**config.mk**
```make
export PLATFORM = sky130hd
export DESIGN_NAME = infix_to_postfix_operator_stack_flat
export DESIGN_NICKNAME = d
export VERILOG_FILES = /design/src/sv/itops_pkg.sv /design/src/sv/itops_req_if.sv /design/src/sv/itops_rsp_if.sv /design/src/sv/infix_to_postfix_operator_stack.sv /design/src/sv/itops_stack_mem.sv /design/src/sv/itops_seq.sv /design/src/sv/itops_out.sv /design/src/flat_wrapper.sv
export VERILOG_INCLUDE_DIRS = /design/src /design/src/sv
export SDC_FILE = /design/constraint.sdc
export NUM_CORES = 1
export LEC_CHECK = 0
export BUFFER_PORTS_ARGS = -buffer_cell sky130_fd_sc_hd__buf_2
export CAP_MARGIN = 20
export CORE_MARGIN = 8
export CORE_UTILIZATION = 35
export CTS_BUF_LIST = sky130_fd_sc_hd__clkbuf_8
export CTS_CLUSTER_SIZE = 40
export DETAILED_ROUTE_END_ITERATION = 10
export GPL_TIMING_DRIVEN = 0
export MAX_ROUTING_LAYER = met4
export SLEW_MARGIN = 15
export SYNTH_ARGS = -nofsm -noshare
export SYNTH_HDL_FRONTEND = slang
export SYNTH_SLANG_ARGS = --single-unit
```
**constraint.sdc**
```tcl
create_clock -name clock -period 6.05 [get_ports clock]
set_clock_uncertainty 0.2 [all_clocks]
set_input_delay 1.815 -clock clock [delete_from_list [all_inputs] [get_ports clock]]
set_output_delay 1.815 -clock clock [all_outputs]
set_load 0.1 [all_outputs]
```
**src/sv/infix_to_postfix_operator_stack_defines.svh**
```systemverilog
// ----------------------------------------------------------------------------
// infix_to_postfix_operator_stack_defines.svh
// Assertion macros for the operator-stack converter.
// ----------------------------------------------------------------------------
`ifndef INFIX_TO_POSTFIX_OPERATOR_STACK_DEFINES_SVH
`define INFIX_TO_POSTFIX_OPERATOR_STACK_DEFINES_SVH

`ifndef SYNTHESIS
// Same-cycle implication, checked at every rising edge out of reset
`define ITOPS_ASSERT_IMPLY(name, clk, rst, ante, cons) \
   name: assert property (@(posedge clk) disable iff (rst) (ante) |-> (cons)) \
      else $error("itops: same-cycle check failed");
// Next-cycle implication
`define ITOPS_ASSERT_NEXT(name, clk, rst, ante, cons) \
   name: assert property (@(posedge clk) disable iff (rst) (ante) |=> (cons)) \
      else $error("itops: next-cycle check failed");
`else
`define ITOPS_ASSERT_IMPLY(name, clk, rst, ante, cons)
`define ITOPS_ASSERT_NEXT(name, clk, rst, ante, cons)
`endif

`endif

```
**src/sv/itops_pkg.sv**
```systemverilog
// ----------------------------------------------------------------------------
// itops_pkg
// Shared constants, codes, precedence lookup and link types of the converter.
// ----------------------------------------------------------------------------
package itops_pkg;

   // Sizes
   localparam int STACK_DEPTH  = 32;
   localparam int OPERAND_BITS = 16;
   localparam int ADDR_W       = $clog2(STACK_DEPTH);
   localparam int CNT_W        = $clog2(STACK_DEPTH + 1);
   localparam logic [CNT_W-1:0] DEPTH_CNT = CNT_W'(STACK_DEPTH);

   // Command codes
   localparam logic [1:0] CMD_OPERAND  = 2'd0;
   localparam logic [1:0] CMD_OPERATOR = 2'd1;
   localparam logic [1:0] CMD_END      = 2'd2;

   // Result kinds
   localparam logic [1:0] KIND_OPERAND  = 2'd0;
   localparam logic [1:0] KIND_OPERATOR = 2'd1;
   localparam logic [1:0] KIND_ERROR    = 2'd2;
   localparam logic [1:0] KIND_END      = 2'd3;

   // Error codes
   localparam logic [1:0] ERR_NONE      = 2'd0;
   localparam logic [1:0] ERR_RPAREN    = 2'd1;
   localparam logic [1:0] ERR_NO_LPAREN = 2'd2;
   localparam logic [1:0] ERR_OVERFLOW  = 2'd3;

   // Operator codes
   localparam logic [3:0] OP_NOT    = 4'd0;
   localparam logic [3:0] OP_MUL    = 4'd1;
   localparam logic [3:0] OP_DIV    = 4'd2;
   localparam logic [3:0] OP_MOD    = 4'd3;
   localparam logic [3:0] OP_ADD    = 4'd4;
   localparam logic [3:0] OP_SUB    = 4'd5;
   localparam logic [3:0] OP_LT     = 4'd6;
   localparam logic [3:0] OP_GT     = 4'd7;
   localparam logic [3:0] OP_LE     = 4'd8;
   localparam logic [3:0] OP_GE     = 4'd9;
   localparam logic [3:0] OP_EQ     = 4'd10;
   localparam logic [3:0] OP_NE     = 4'd11;
   localparam logic [3:0] OP_AND    = 4'd12;
   localparam logic [3:0] OP_OR     = 4'd13;
   localparam logic [3:0] OP_ASSIGN = 4'd14;
   localparam logic [3:0] OP_LPAREN = 4'd15;

   // Stack write port
   typedef struct packed {
      logic              en;
      logic [ADDR_W-1:0] addr;
      logic [3:0]        data;
   } stack_wr_type;

   // Result offered by the sequencer; close marks a quiet end of an item
   typedef struct packed {
      logic                    valid;
      logic                    close;
      logic [1:0]              kind;
      logic [3:0]              op;
      logic [OPERAND_BITS-1:0] operand;
      logic [1:0]              err;
      logic                    fin;
   } put_type;

   // Sequencer status
   typedef struct packed {
      logic             idle;
      logic [CNT_W-1:0] count;
   } seq_status_type;

   // Precedence number: lower binds tighter
   function automatic logic [3:0] prec_of(input logic [3:0] code);
      logic [3:0] p;
      case (code)
         OP_NOT:                          p = 4'd1;
         OP_MUL, OP_DIV, OP_MOD:          p = 4'd2;
         OP_ADD, OP_SUB:                  p = 4'd3;
         OP_LT, OP_GT, OP_LE, OP_GE:      p = 4'd4;
         OP_EQ, OP_NE:                    p = 4'd5;
         OP_AND:                          p = 4'd6;
         OP_OR:                           p = 4'd7;
         OP_ASSIGN:                       p = 4'd8;
         OP_LPAREN:                       p = 4'd9;
         default:                         p = 4'd9;
      endcase
      return p;
   endfunction

endpackage

```
**src/sv/itops_req_if.sv**
```systemverilog
// ----------------------------------------------------------------------------
// itops_req_if
// Token channel: valid/ready handshake with one token per beat.
// ----------------------------------------------------------------------------
interface itops_req_if;
   import itops_pkg::*;

   logic                    valid;
   logic                    ready;
   logic [1:0]              command;
   logic [3:0]              operator_code;
   logic                    is_right_paren;
   logic [OPERAND_BITS-1:0] operand_ref;

   modport source (output valid, command, operator_code, is_right_paren, operand_ref,
                   input ready);
   modport sink   (input valid, command, operator_code, is_right_paren, operand_ref,
                   output ready);
endinterface

```
**src/sv/itops_rsp_if.sv**
```systemverilog
// ----------------------------------------------------------------------------
// itops_rsp_if
// Postfix result channel: valid/ready handshake with one result per beat.
// ----------------------------------------------------------------------------
interface itops_rsp_if;
   import itops_pkg::*;

   logic                    valid;
   logic                    ready;
   logic [1:0]              token_kind;
   logic [3:0]              out_operator;
   logic [OPERAND_BITS-1:0] out_operand;
   logic [1:0]              error_code;
   logic                    last;

   modport source (output valid, token_kind, out_operator, out_operand, error_code, last,
                   input ready);
   modport sink   (input valid, token_kind, out_operator, out_operand, error_code, last,
                   output ready);
endinterface

```
**src/sv/infix_to_postfix_operator_stack.sv**
```systemverilog
// ----------------------------------------------------------------------------
// infix_to_postfix_operator_stack: operator-stack infix to postfix converter.
// A token is held in the sequencer; each result passes the pending slot and then
// the output register. A new token is taken only once the sequencer is idle again,
// after all of its pops. Reset clears count and control.
// ----------------------------------------------------------------------------
`include "infix_to_postfix_operator_stack_defines.svh"

module infix_to_postfix_operator_stack (
   input  logic         clock,
   input  logic         reset,
   itops_req_if.sink    req,
   itops_rsp_if.source  rsp
);
   import itops_pkg::*;

   stack_wr_type       wr;
   logic [ADDR_W-1:0]  rd_addr;
   logic [3:0]         top;
   put_type            put;
   logic               can_put;
   seq_status_type     status;

   itops_stack_mem u_mem (
      .clock   (clock),
      .wr      (wr),
      .rd_addr (rd_addr),
      .rd_data (top)
   );

   itops_seq u_seq (
      .clock   (clock),
      .reset   (reset),
      .req     (req),
      .top     (top),
      .can_put (can_put),
      .wr      (wr),
      .rd_addr (rd_addr),
      .put     (put),
      .status  (status)
   );

   itops_out u_out (
      .clock   (clock),
      .reset   (reset),
      .put     (put),
      .can_put (can_put),
      .rsp     (rsp)
   );

   // Checks
   `ITOPS_ASSERT_IMPLY(a_count_bound, clock, reset, 1'b1, status.count <= DEPTH_CNT)
   `ITOPS_ASSERT_IMPLY(a_push_room, clock, reset, wr.en, status.count < DEPTH_CNT)
   `ITOPS_ASSERT_NEXT(a_accept_busy, clock, reset, req.valid && req.ready, !req.ready)
   `ITOPS_ASSERT_IMPLY(a_put_busy, clock, reset, put.valid || put.close, !status.idle)

endmodule

```
**src/sv/itops_stack_mem.sv**
```systemverilog
// ----------------------------------------------------------------------------
// itops_stack_mem
// Operator stack storage: one write port, one registered read port, with
// write-to-read forwarding when both hit the same entry in one cycle.
// ----------------------------------------------------------------------------
module itops_stack_mem (
   input  logic                          clock,
   input  itops_pkg::stack_wr_type       wr,
   input  logic [itops_pkg::ADDR_W-1:0]  rd_addr,
   output logic [3:0]                    rd_data
);
   import itops_pkg::*;

   logic [3:0] mem_ff [STACK_DEPTH];
   logic [3:0] rd_data_ff;

   // Write the pushed entry
   always_ff @(posedge clock) begin
      if (wr.en) begin
         mem_ff[wr.addr] <= wr.data;
      end
   end

   // Read the top entry; forward a same-cycle write
   always_ff @(posedge clock) begin
      if (wr.en && (wr.addr == rd_addr)) begin
         rd_data_ff <= wr.data;
      end else begin
         rd_data_ff <= mem_ff[rd_addr];
      end
   end

   assign rd_data = rd_data_ff;

endmodule

```
**src/sv/itops_seq.sv**
```systemverilog
// ----------------------------------------------------------------------------
// itops_seq
// Token sequencer: takes one token, then pops, pushes or reports against the
// stack top, one step per cycle unless output stalls, until the token is done.
// ----------------------------------------------------------------------------
module itops_seq (
   input  logic                          clock,
   input  logic                          reset,
   itops_req_if.sink                     req,
   input  logic [3:0]                    top,
   input  logic                          can_put,
   output itops_pkg::stack_wr_type       wr,
   output logic [itops_pkg::ADDR_W-1:0]  rd_addr,
   output itops_pkg::put_type            put,
   output itops_pkg::seq_status_type     status
);
   import itops_pkg::*;

   typedef enum logic [1:0] {
      S_IDLE = 2'b01,
      S_WORK = 2'b10
   } seq_state_type;

   seq_state_type           state_ff, state_in;
   logic [CNT_W-1:0]        count_ff, count_in;
   logic                    first_ff, first_in;
   logic [1:0]              cmd_ff;
   logic [3:0]              code_ff;
   logic                    rp_ff;
   logic [OPERAND_BITS-1:0] opnd_ff;
   logic                    empty;
   logic                    full;
   logic                    pop_want;
   logic [CNT_W-1:0]        top_idx;

   assign empty     = (count_ff == '0);
   assign full      = (count_ff == DEPTH_CNT);
   assign req.ready = (state_ff == S_IDLE);

   // Decide one step against the current top
   always_comb begin
      state_in = state_ff;
      count_in = count_ff;
      first_in = first_ff;
      pop_want = 1'b0;
      put      = '0;
      wr       = '0;
      case (state_ff)
         S_IDLE: begin
            if (req.valid) begin
               state_in = S_WORK;
               first_in = 1'b1;
            end
         end
         S_WORK: begin
            case (cmd_ff)
               CMD_OPERAND: begin
                  put.valid   = 1'b1;
                  put.kind    = KIND_OPERAND;
                  put.operand = opnd_ff;
                  put.fin     = 1'b1;
                  if (can_put) begin
                     state_in = S_IDLE;
                  end
               end
               CMD_OPERATOR: begin
                  if (rp_ff) begin
                     if (empty) begin
                        put.valid = 1'b1;
                        put.kind  = KIND_ERROR;
                        put.err   = first_ff ? ERR_RPAREN : ERR_NO_LPAREN;
                        put.fin   = 1'b1;
                        if (can_put) begin
                           state_in = S_IDLE;
                        end
                     end else if (top == OP_LPAREN) begin
                        // drop the matching left parenthesis
                        count_in  = count_ff - CNT_W'(1);
                        put.close = 1'b1;
                        state_in  = S_IDLE;
                     end else begin
                        pop_want = 1'b1;
                     end
                  end else if (empty || (code_ff == OP_LPAREN) ||
                               (prec_of(code_ff) <= prec_of(top))) begin
                     if (full) begin
                        put.valid = 1'b1;
                        put.kind  = KIND_ERROR;
                        put.err   = ERR_OVERFLOW;
                        put.fin   = 1'b1;
                        if (can_put) begin
                           state_in = S_IDLE;
                        end
                     end else begin
                        wr.en     = 1'b1;
                        wr.addr   = count_ff[ADDR_W-1:0];
                        wr.data   = code_ff;
                        count_in  = count_ff + CNT_W'(1);
                        put.close = 1'b1;
                        state_in  = S_IDLE;
                     end
                  end else begin
                     pop_want = 1'b1;
                  end
               end
               CMD_END: begin
                  if (empty) begin
                     put.valid = 1'b1;
                     put.kind  = KIND_END;
                     put.fin   = 1'b1;
                     if (can_put) begin
                        state_in = S_IDLE;
                     end
                  end else begin
                     pop_want = 1'b1;
                  end
               end
               default: begin
                  // unused command: nothing to do
                  put.close = 1'b1;
                  state_in  = S_IDLE;
               end
            endcase
            // Pop and emit the top entry
            if (pop_want) begin
               put.valid = 1'b1;
               put.kind  = KIND_OPERATOR;
               put.op    = top;
               put.fin   = 1'b0;
               if (can_put) begin
                  count_in = count_ff - CNT_W'(1);
                  first_in = 1'b0;
               end
            end
         end
         default: begin
            state_in = S_IDLE;
         end
      endcase
   end

   // Read address follows the next top of stack
   assign top_idx = count_in - CNT_W'(1);
   assign rd_addr = (count_in == '0) ? '0 : top_idx[ADDR_W-1:0];

   // Control state
   always_ff @(posedge clock) begin
      if (reset) begin
         state_ff <= S_IDLE;
         count_ff <= '0;
         first_ff <= 1'b0;
      end else begin
         state_ff <= state_in;
         count_ff <= count_in;
         first_ff <= first_in;
      end
   end

   // Hold the accepted token
   always_ff @(posedge clock) begin
      if (req.valid && req.ready) begin
         cmd_ff  <= req.command;
         code_ff <= req.operator_code;
         rp_ff   <= req.is_right_paren;
         opnd_ff <= req.operand_ref;
      end
   end

   assign status.idle  = (state_ff == S_IDLE);
   assign status.count = count_ff;

endmodule

```
**src/sv/itops_out.sv**
```systemverilog
// ----------------------------------------------------------------------------
// itops_out
// Result staging: a pending slot that waits until it is known whether the
// result closes its token, then the output register toward the sink.
// ----------------------------------------------------------------------------
module itops_out (
   input  logic               clock,
   input  logic               reset,
   input  itops_pkg::put_type put,
   output logic               can_put,
   itops_rsp_if.source        rsp
);
   import itops_pkg::*;

   logic                    pend_valid_ff, pend_valid_in;
   logic                    pend_fin_ff, pend_fin_in;
   logic [1:0]              pend_kind_ff;
   logic [3:0]              pend_op_ff;
   logic [OPERAND_BITS-1:0] pend_operand_ff;
   logic [1:0]              pend_err_ff;
   logic                    rsp_valid_ff, rsp_valid_in;
   logic [1:0]              rsp_kind_ff;
   logic [3:0]              rsp_op_ff;
   logic [OPERAND_BITS-1:0] rsp_operand_ff;
   logic [1:0]              rsp_err_ff;
   logic                    rsp_last_ff;
   logic                    out_free;
   logic                    produce;
   logic                    pend_go;

   assign out_free = !rsp_valid_ff || rsp.ready;
   assign can_put  = !pend_valid_ff || out_free;
   assign produce  = put.valid && can_put;
   // Release the pending beat once its last flag is settled
   assign pend_go  = pend_valid_ff && out_free && (pend_fin_ff || put.valid);

   // Pending slot control
   always_comb begin
      pend_valid_in = pend_valid_ff;
      pend_fin_in   = pend_fin_ff;
      if (produce) begin
         pend_valid_in = 1'b1;
         pend_fin_in   = put.fin;
      end else if (pend_go) begin
         pend_valid_in = 1'b0;
      end
      if (put.close) begin
         pend_fin_in = 1'b1;
      end
   end

   // Output register control
   always_comb begin
      rsp_valid_in = rsp_valid_ff;
      if (pend_go) begin
         rsp_valid_in = 1'b1;
      end else if (rsp.ready) begin
         rsp_valid_in = 1'b0;
      end
   end

   always_ff @(posedge clock) begin
      if (reset) begin
         pend_valid_ff <= 1'b0;
         pend_fin_ff   <= 1'b0;
         rsp_valid_ff  <= 1'b0;
      end else begin
         pend_valid_ff <= pend_valid_in;
         pend_fin_ff   <= pend_fin_in;
         rsp_valid_ff  <= rsp_valid_in;
      end
   end

   // Load payloads
   always_ff @(posedge clock) begin
      if (produce) begin
         pend_kind_ff    <= put.kind;
         pend_op_ff      <= put.op;
         pend_operand_ff <= put.operand;
         pend_err_ff     <= put.err;
      end
      if (pend_go) begin
         rsp_kind_ff    <= pend_kind_ff;
         rsp_op_ff      <= pend_op_ff;
         rsp_operand_ff <= pend_operand_ff;
         rsp_err_ff     <= pend_err_ff;
         rsp_last_ff    <= pend_fin_ff;
      end
   end

   assign rsp.valid        = rsp_valid_ff;
   assign rsp.token_kind   = rsp_kind_ff;
   assign rsp.out_operator = rsp_op_ff;
   assign rsp.out_operand  = rsp_operand_ff;
   assign rsp.error_code   = rsp_err_ff;
   assign rsp.last         = rsp_last_ff;

endmodule

```
**src/flat_wrapper.sv**
```systemverilog
// flat-port wrapper written by rule: the top's interface ports become plain ports
module infix_to_postfix_operator_stack_flat import itops_pkg::*;
  (clock, reset, req_valid, req_command, req_operator_code, req_is_right_paren, req_operand_ref, req_ready, rsp_valid, rsp_token_kind, rsp_out_operator, rsp_out_operand, rsp_error_code, rsp_last, rsp_ready);
  itops_req_if req_i ();
  itops_rsp_if rsp_i ();
  input  logic clock;
  input  logic reset;
  input wire logic [$bits(req_i.valid)-1:0] req_valid;
  input wire logic [$bits(req_i.command)-1:0] req_command;
  input wire logic [$bits(req_i.operator_code)-1:0] req_operator_code;
  input wire logic [$bits(req_i.is_right_paren)-1:0] req_is_right_paren;
  input wire logic [$bits(req_i.operand_ref)-1:0] req_operand_ref;
  output wire logic [$bits(req_i.ready)-1:0] req_ready;
  output wire logic [$bits(rsp_i.valid)-1:0] rsp_valid;
  output wire logic [$bits(rsp_i.token_kind)-1:0] rsp_token_kind;
  output wire logic [$bits(rsp_i.out_operator)-1:0] rsp_out_operator;
  output wire logic [$bits(rsp_i.out_operand)-1:0] rsp_out_operand;
  output wire logic [$bits(rsp_i.error_code)-1:0] rsp_error_code;
  output wire logic [$bits(rsp_i.last)-1:0] rsp_last;
  input wire logic [$bits(rsp_i.ready)-1:0] rsp_ready;
  assign req_i.valid = req_valid;
  assign req_i.command = req_command;
  assign req_i.operator_code = req_operator_code;
  assign req_i.is_right_paren = req_is_right_paren;
  assign req_i.operand_ref = req_operand_ref;
  assign req_ready = req_i.ready;
  assign rsp_valid = rsp_i.valid;
  assign rsp_token_kind = rsp_i.token_kind;
  assign rsp_out_operator = rsp_i.out_operator;
  assign rsp_out_operand = rsp_i.out_operand;
  assign rsp_error_code = rsp_i.error_code;
  assign rsp_last = rsp_i.last;
  assign rsp_i.ready = rsp_ready;
  infix_to_postfix_operator_stack u_core (.clock(clock), .reset(reset), .req(req_i), .rsp(rsp_i));
endmodule
```
==> key figures <==
Placement
  – Dpl cell area: 0.0101 mm^2
  – Port bufs: 53
  – Inst Count DP: 997
  – GPL Wtd Cong: 0.896
  – Hpwl dp: 13.9 mm

Synth
  – Mapped Area: just over 0.009 mm^2
  – Fraction of registers with async set/reset: 0%
  – Synth top area share: 64.2%
  – Synth area leaders: edfxtp_1 64%, mux4_2 9.6%, dfxtp_1 4.5%, nor2_1 2.7%, ha_1 1.9%
  – Unique masters post-synth: 62
  – Top-count cell post-synth: edfxtp_1
  – Top cells by count, synth: 200 x edfxtp_1, 68 x nor2_1, 40 x mux4_2, 28 x nand2_1, 22 x and3_1
  – Synthesized net count: 644
  – Synth Instances: between 600 and 700
  – Main synth FF type: edfxtp_1
  – Sequential area share after synthesis: 68.7%
  – Cell taking the most area after synthesis: edfxtp_1
  – Yosys reg bits: 221
  – Synth warn: 0
  – Post-Syn Area per Cell: 15.5 um^2
  – Post-synth EDFFs: 200

Setup path
  – Setup crit end kind: flip-flop
  – Setup crit start kind: flip-flop
  – Setup Crit Path Kind: reg2reg
  – Max stage delay on crit path: 0.56 ns
  – Slowest library cell on the worst path: mux4_2
  – Worst EP required: 6.26 ns
  – Crit path DAT: 5.95 ns
  – Critical Path, Cell by Cell: clkbuf_4 > buf_8 > mux4_2 > mux4_2 > mux2_2 > nor2b_1 > a21o_1 > ha_1 > nor2b_1 > o211ai_1 > a211oi_2 > buf_4 > o21ai_1 > a221o_1 > buf_2 > o22ai_1 > a31oi_2 > ha_1 > and4_1 > mux2_1
  – CP Max Fanout: 10

GRT
  – Vias in the first global route: 5,461
  – GR Util All Layers: 12.9%
  – Largest net degree at the start of global routing: 33
  – Total global routing overflow: 0
  – Antenna violations before repair: 0
  – First-pass GRT wire length: 31.6 mm

Clock tree
  – Root Driver: clkbuf_8
  – CTS H-tree depth: 2
  – CTS max path bufs: 3
  – Post-CTS Hold Fix Bufs: 0
  – Cts bufs inserted: 36
  – Worst-skew pair later-pin latency: 0.52 ns
  – Clk slew on worst S/H paths: 0.06 ns
  – CTS tree: built
  – Clock net sink count: 221

Drt
  – Top layer in use: met4
  – Met2 wire len: 9.81 mm
  – Vias: between 5,000 and 6,000
  – Average vias per placed instance: 5.12
  – Routed wl met3: 1.18 mm
  – Routed WL: a little over 20 mm
  – Initial DRC count: approximately 540
  – DR DRC count: 0
  – Post-route ant nets: 0
  – Detailed Routing Iterations Pass 1: 6
  – DRT met1 WL: 8.89 mm
  – Wirelength per Cell: 19.1 um

STA
  – RSZ-0062 raised after global routing: no
  – Final max-slew violation count: 0
  – Final Hold Fails: 0
  – Max frequency: 174 MHz
  – Crit share post-route: 95.0%
  – Normalized max-slew margin: approximately a third
  – Worst Tran Pin Value: 1.01 ns
  – Hold WS: 0.214 ns
  – Tmin final: 5.75 ns
  – Sum of negative setup slack: 0 ns
  – Finish-stage setup viols: 0

Power and ir drop
  – Peak supply drop: 167 uV
  – Lkg Pwr: 3.45 nW
  – Power Dens Cells: 348 mW/mm^2
  – Total Power: 3.77 mW

Finish
  – Final Non-Filler Cells: 1,062
  – Fillers: 2,477
  – Area grow syn2layout: 15.6%
  – Number of diodes: 0
  – Share of layout cells above drive strength 1: 24.1%
  – Finished Cell Area: 0.0108 mm^2
  – Layout Nets: 738

Worst hold path
  – Worst Hold Class: reg2reg

Die
  – Die ar.: 0.0322 mm^2
  – Die height: 180 um
  – FP Rows: 60
  – CORE AREA: roughly 0.027 mm^2
  – IO Pins: 54
  – Initial core utilization: between 30% and 40%
  – Die width: 180 um

Run
  – Max_cap viols: 0

Status
  – Status: finished, final reports clean
==> critical path, delay by kind of cell (launching register included) <==
family / cells / cell delay [ns]
buffers and inverters: 4 / 0.80
multiplexers: 4 / 1.71
AND/OR/NAND/NOR: 3 / 0.54
adder cells (fa/ha/maj): 2 / 0.56
flip-flops: 1 / 0.30
AO/OA/AOI/OAI: 7 / 1.52
==> per-layer routing <==
layer | global-route usage, % | vias to the layer above
met2 | 20.3 | 180
li1 | - | 2535
met4 | 4.23 | 0
met1 | 16.6 | 2684
met5 | - | -
met3 | 2.34 | 34
==> power by group <==
group / total, mW / leakage [nW] / internal [mW] / switching, mW
clock network: 1.20 / 0.374 / 0.638 / 0.559
logic: 0.796 / 1.27 / 0.307 / 0.488
registers: 1.78 / 1.81 / 1.74 / 0.0352
total: 3.77 / 3.45 / 2.69 / 1.08
==> per-stage QoR <==
stage               worst slack [ns]  util (%)
CTS                          -0.0413      40.4
floorplan                      0.455         -
global placement              -0.984      37.8
detailed placement            -0.379      37.8
finish                         0.302      40.7
global route                  0.0729      40.7
==> layout make-up <==
cell class / count / area [um^2] / share of cell area, %
multi-input combinational: 335 / 2780 / 25.7
tap: 341 / 427 / 3.95
buffer: 29 / 160 / 1.48
clock buffer: 39 / 537 / 4.96
sequential: 221 / 6430 / 59.4
timing repair buffer: 56 / 288 / 2.66
clock inverter: 23 / 129 / 1.19
inverter: 18 / 67.6 / 0.625
==> flip-flops by register name (all words and copies together) (netlist names), 4 cells and up, named ones only <==
name,flops
u_core.u_mem.mem_ff,128
u_core.u_out.rsp.out_operand,16
u_core.u_seq.code_ff,4
u_core.u_out.pend_operand_ff,16
u_core.u_out.rsp.out_operator,4
u_core.u_out.pend_op_ff,4
u_core.u_seq.opnd_ff,16
u_core.u_seq.count_ff,6
==> layout by cell type, fill, tap and decap left out, drive strengths merged, types with 5 or more instances in the layout <==
cell type  count
edfxtp       200
nor2          68
buf           68
clkbuf        56
mux4          40
nand2         28
inv           28
and3          23
dfxtp         21
a21oi         20
o21ai         18
ha            14
nand3         10
clkinv        10
mux2i          9
nand2b         8
nor3           8
nand4          6
mux2           6
nor2b          5
o211ai         5
and2           5
==> worst paths after layout <==
path,from,endpoint,slack (ns),cells after the start
worst max register to register,flip-flop,flip-flop,0.30,20
worst min register to register,u_core.u_out.pend_op_ff[0],u_core.u_out.rsp.out_operator[0],0.21,0
worst min-delay path,u_core.u_out.pend_op_ff[0],u_core.u_out.rsp.out_operator[0],0.21,0
worst max-delay path,flip-flop,flip-flop,0.30,20
==> logic make-up after synthesis <==
group	synth area share (%)
buf+inv	2.25
compound gates	6.06
mux	11.4
fa+ha+maj	1.87
simple gates	9.39
flops	68.7
xor+xnor	0.374
==> what timing repair did <==
item                       in CTS  in global routing
gates resized for setup         8                 11
pin swaps                       0                  3
setup endpoints to repair     191                110
buffers inserted                0                  3
No activity file was read; power rests on OpenSTA's default activity.
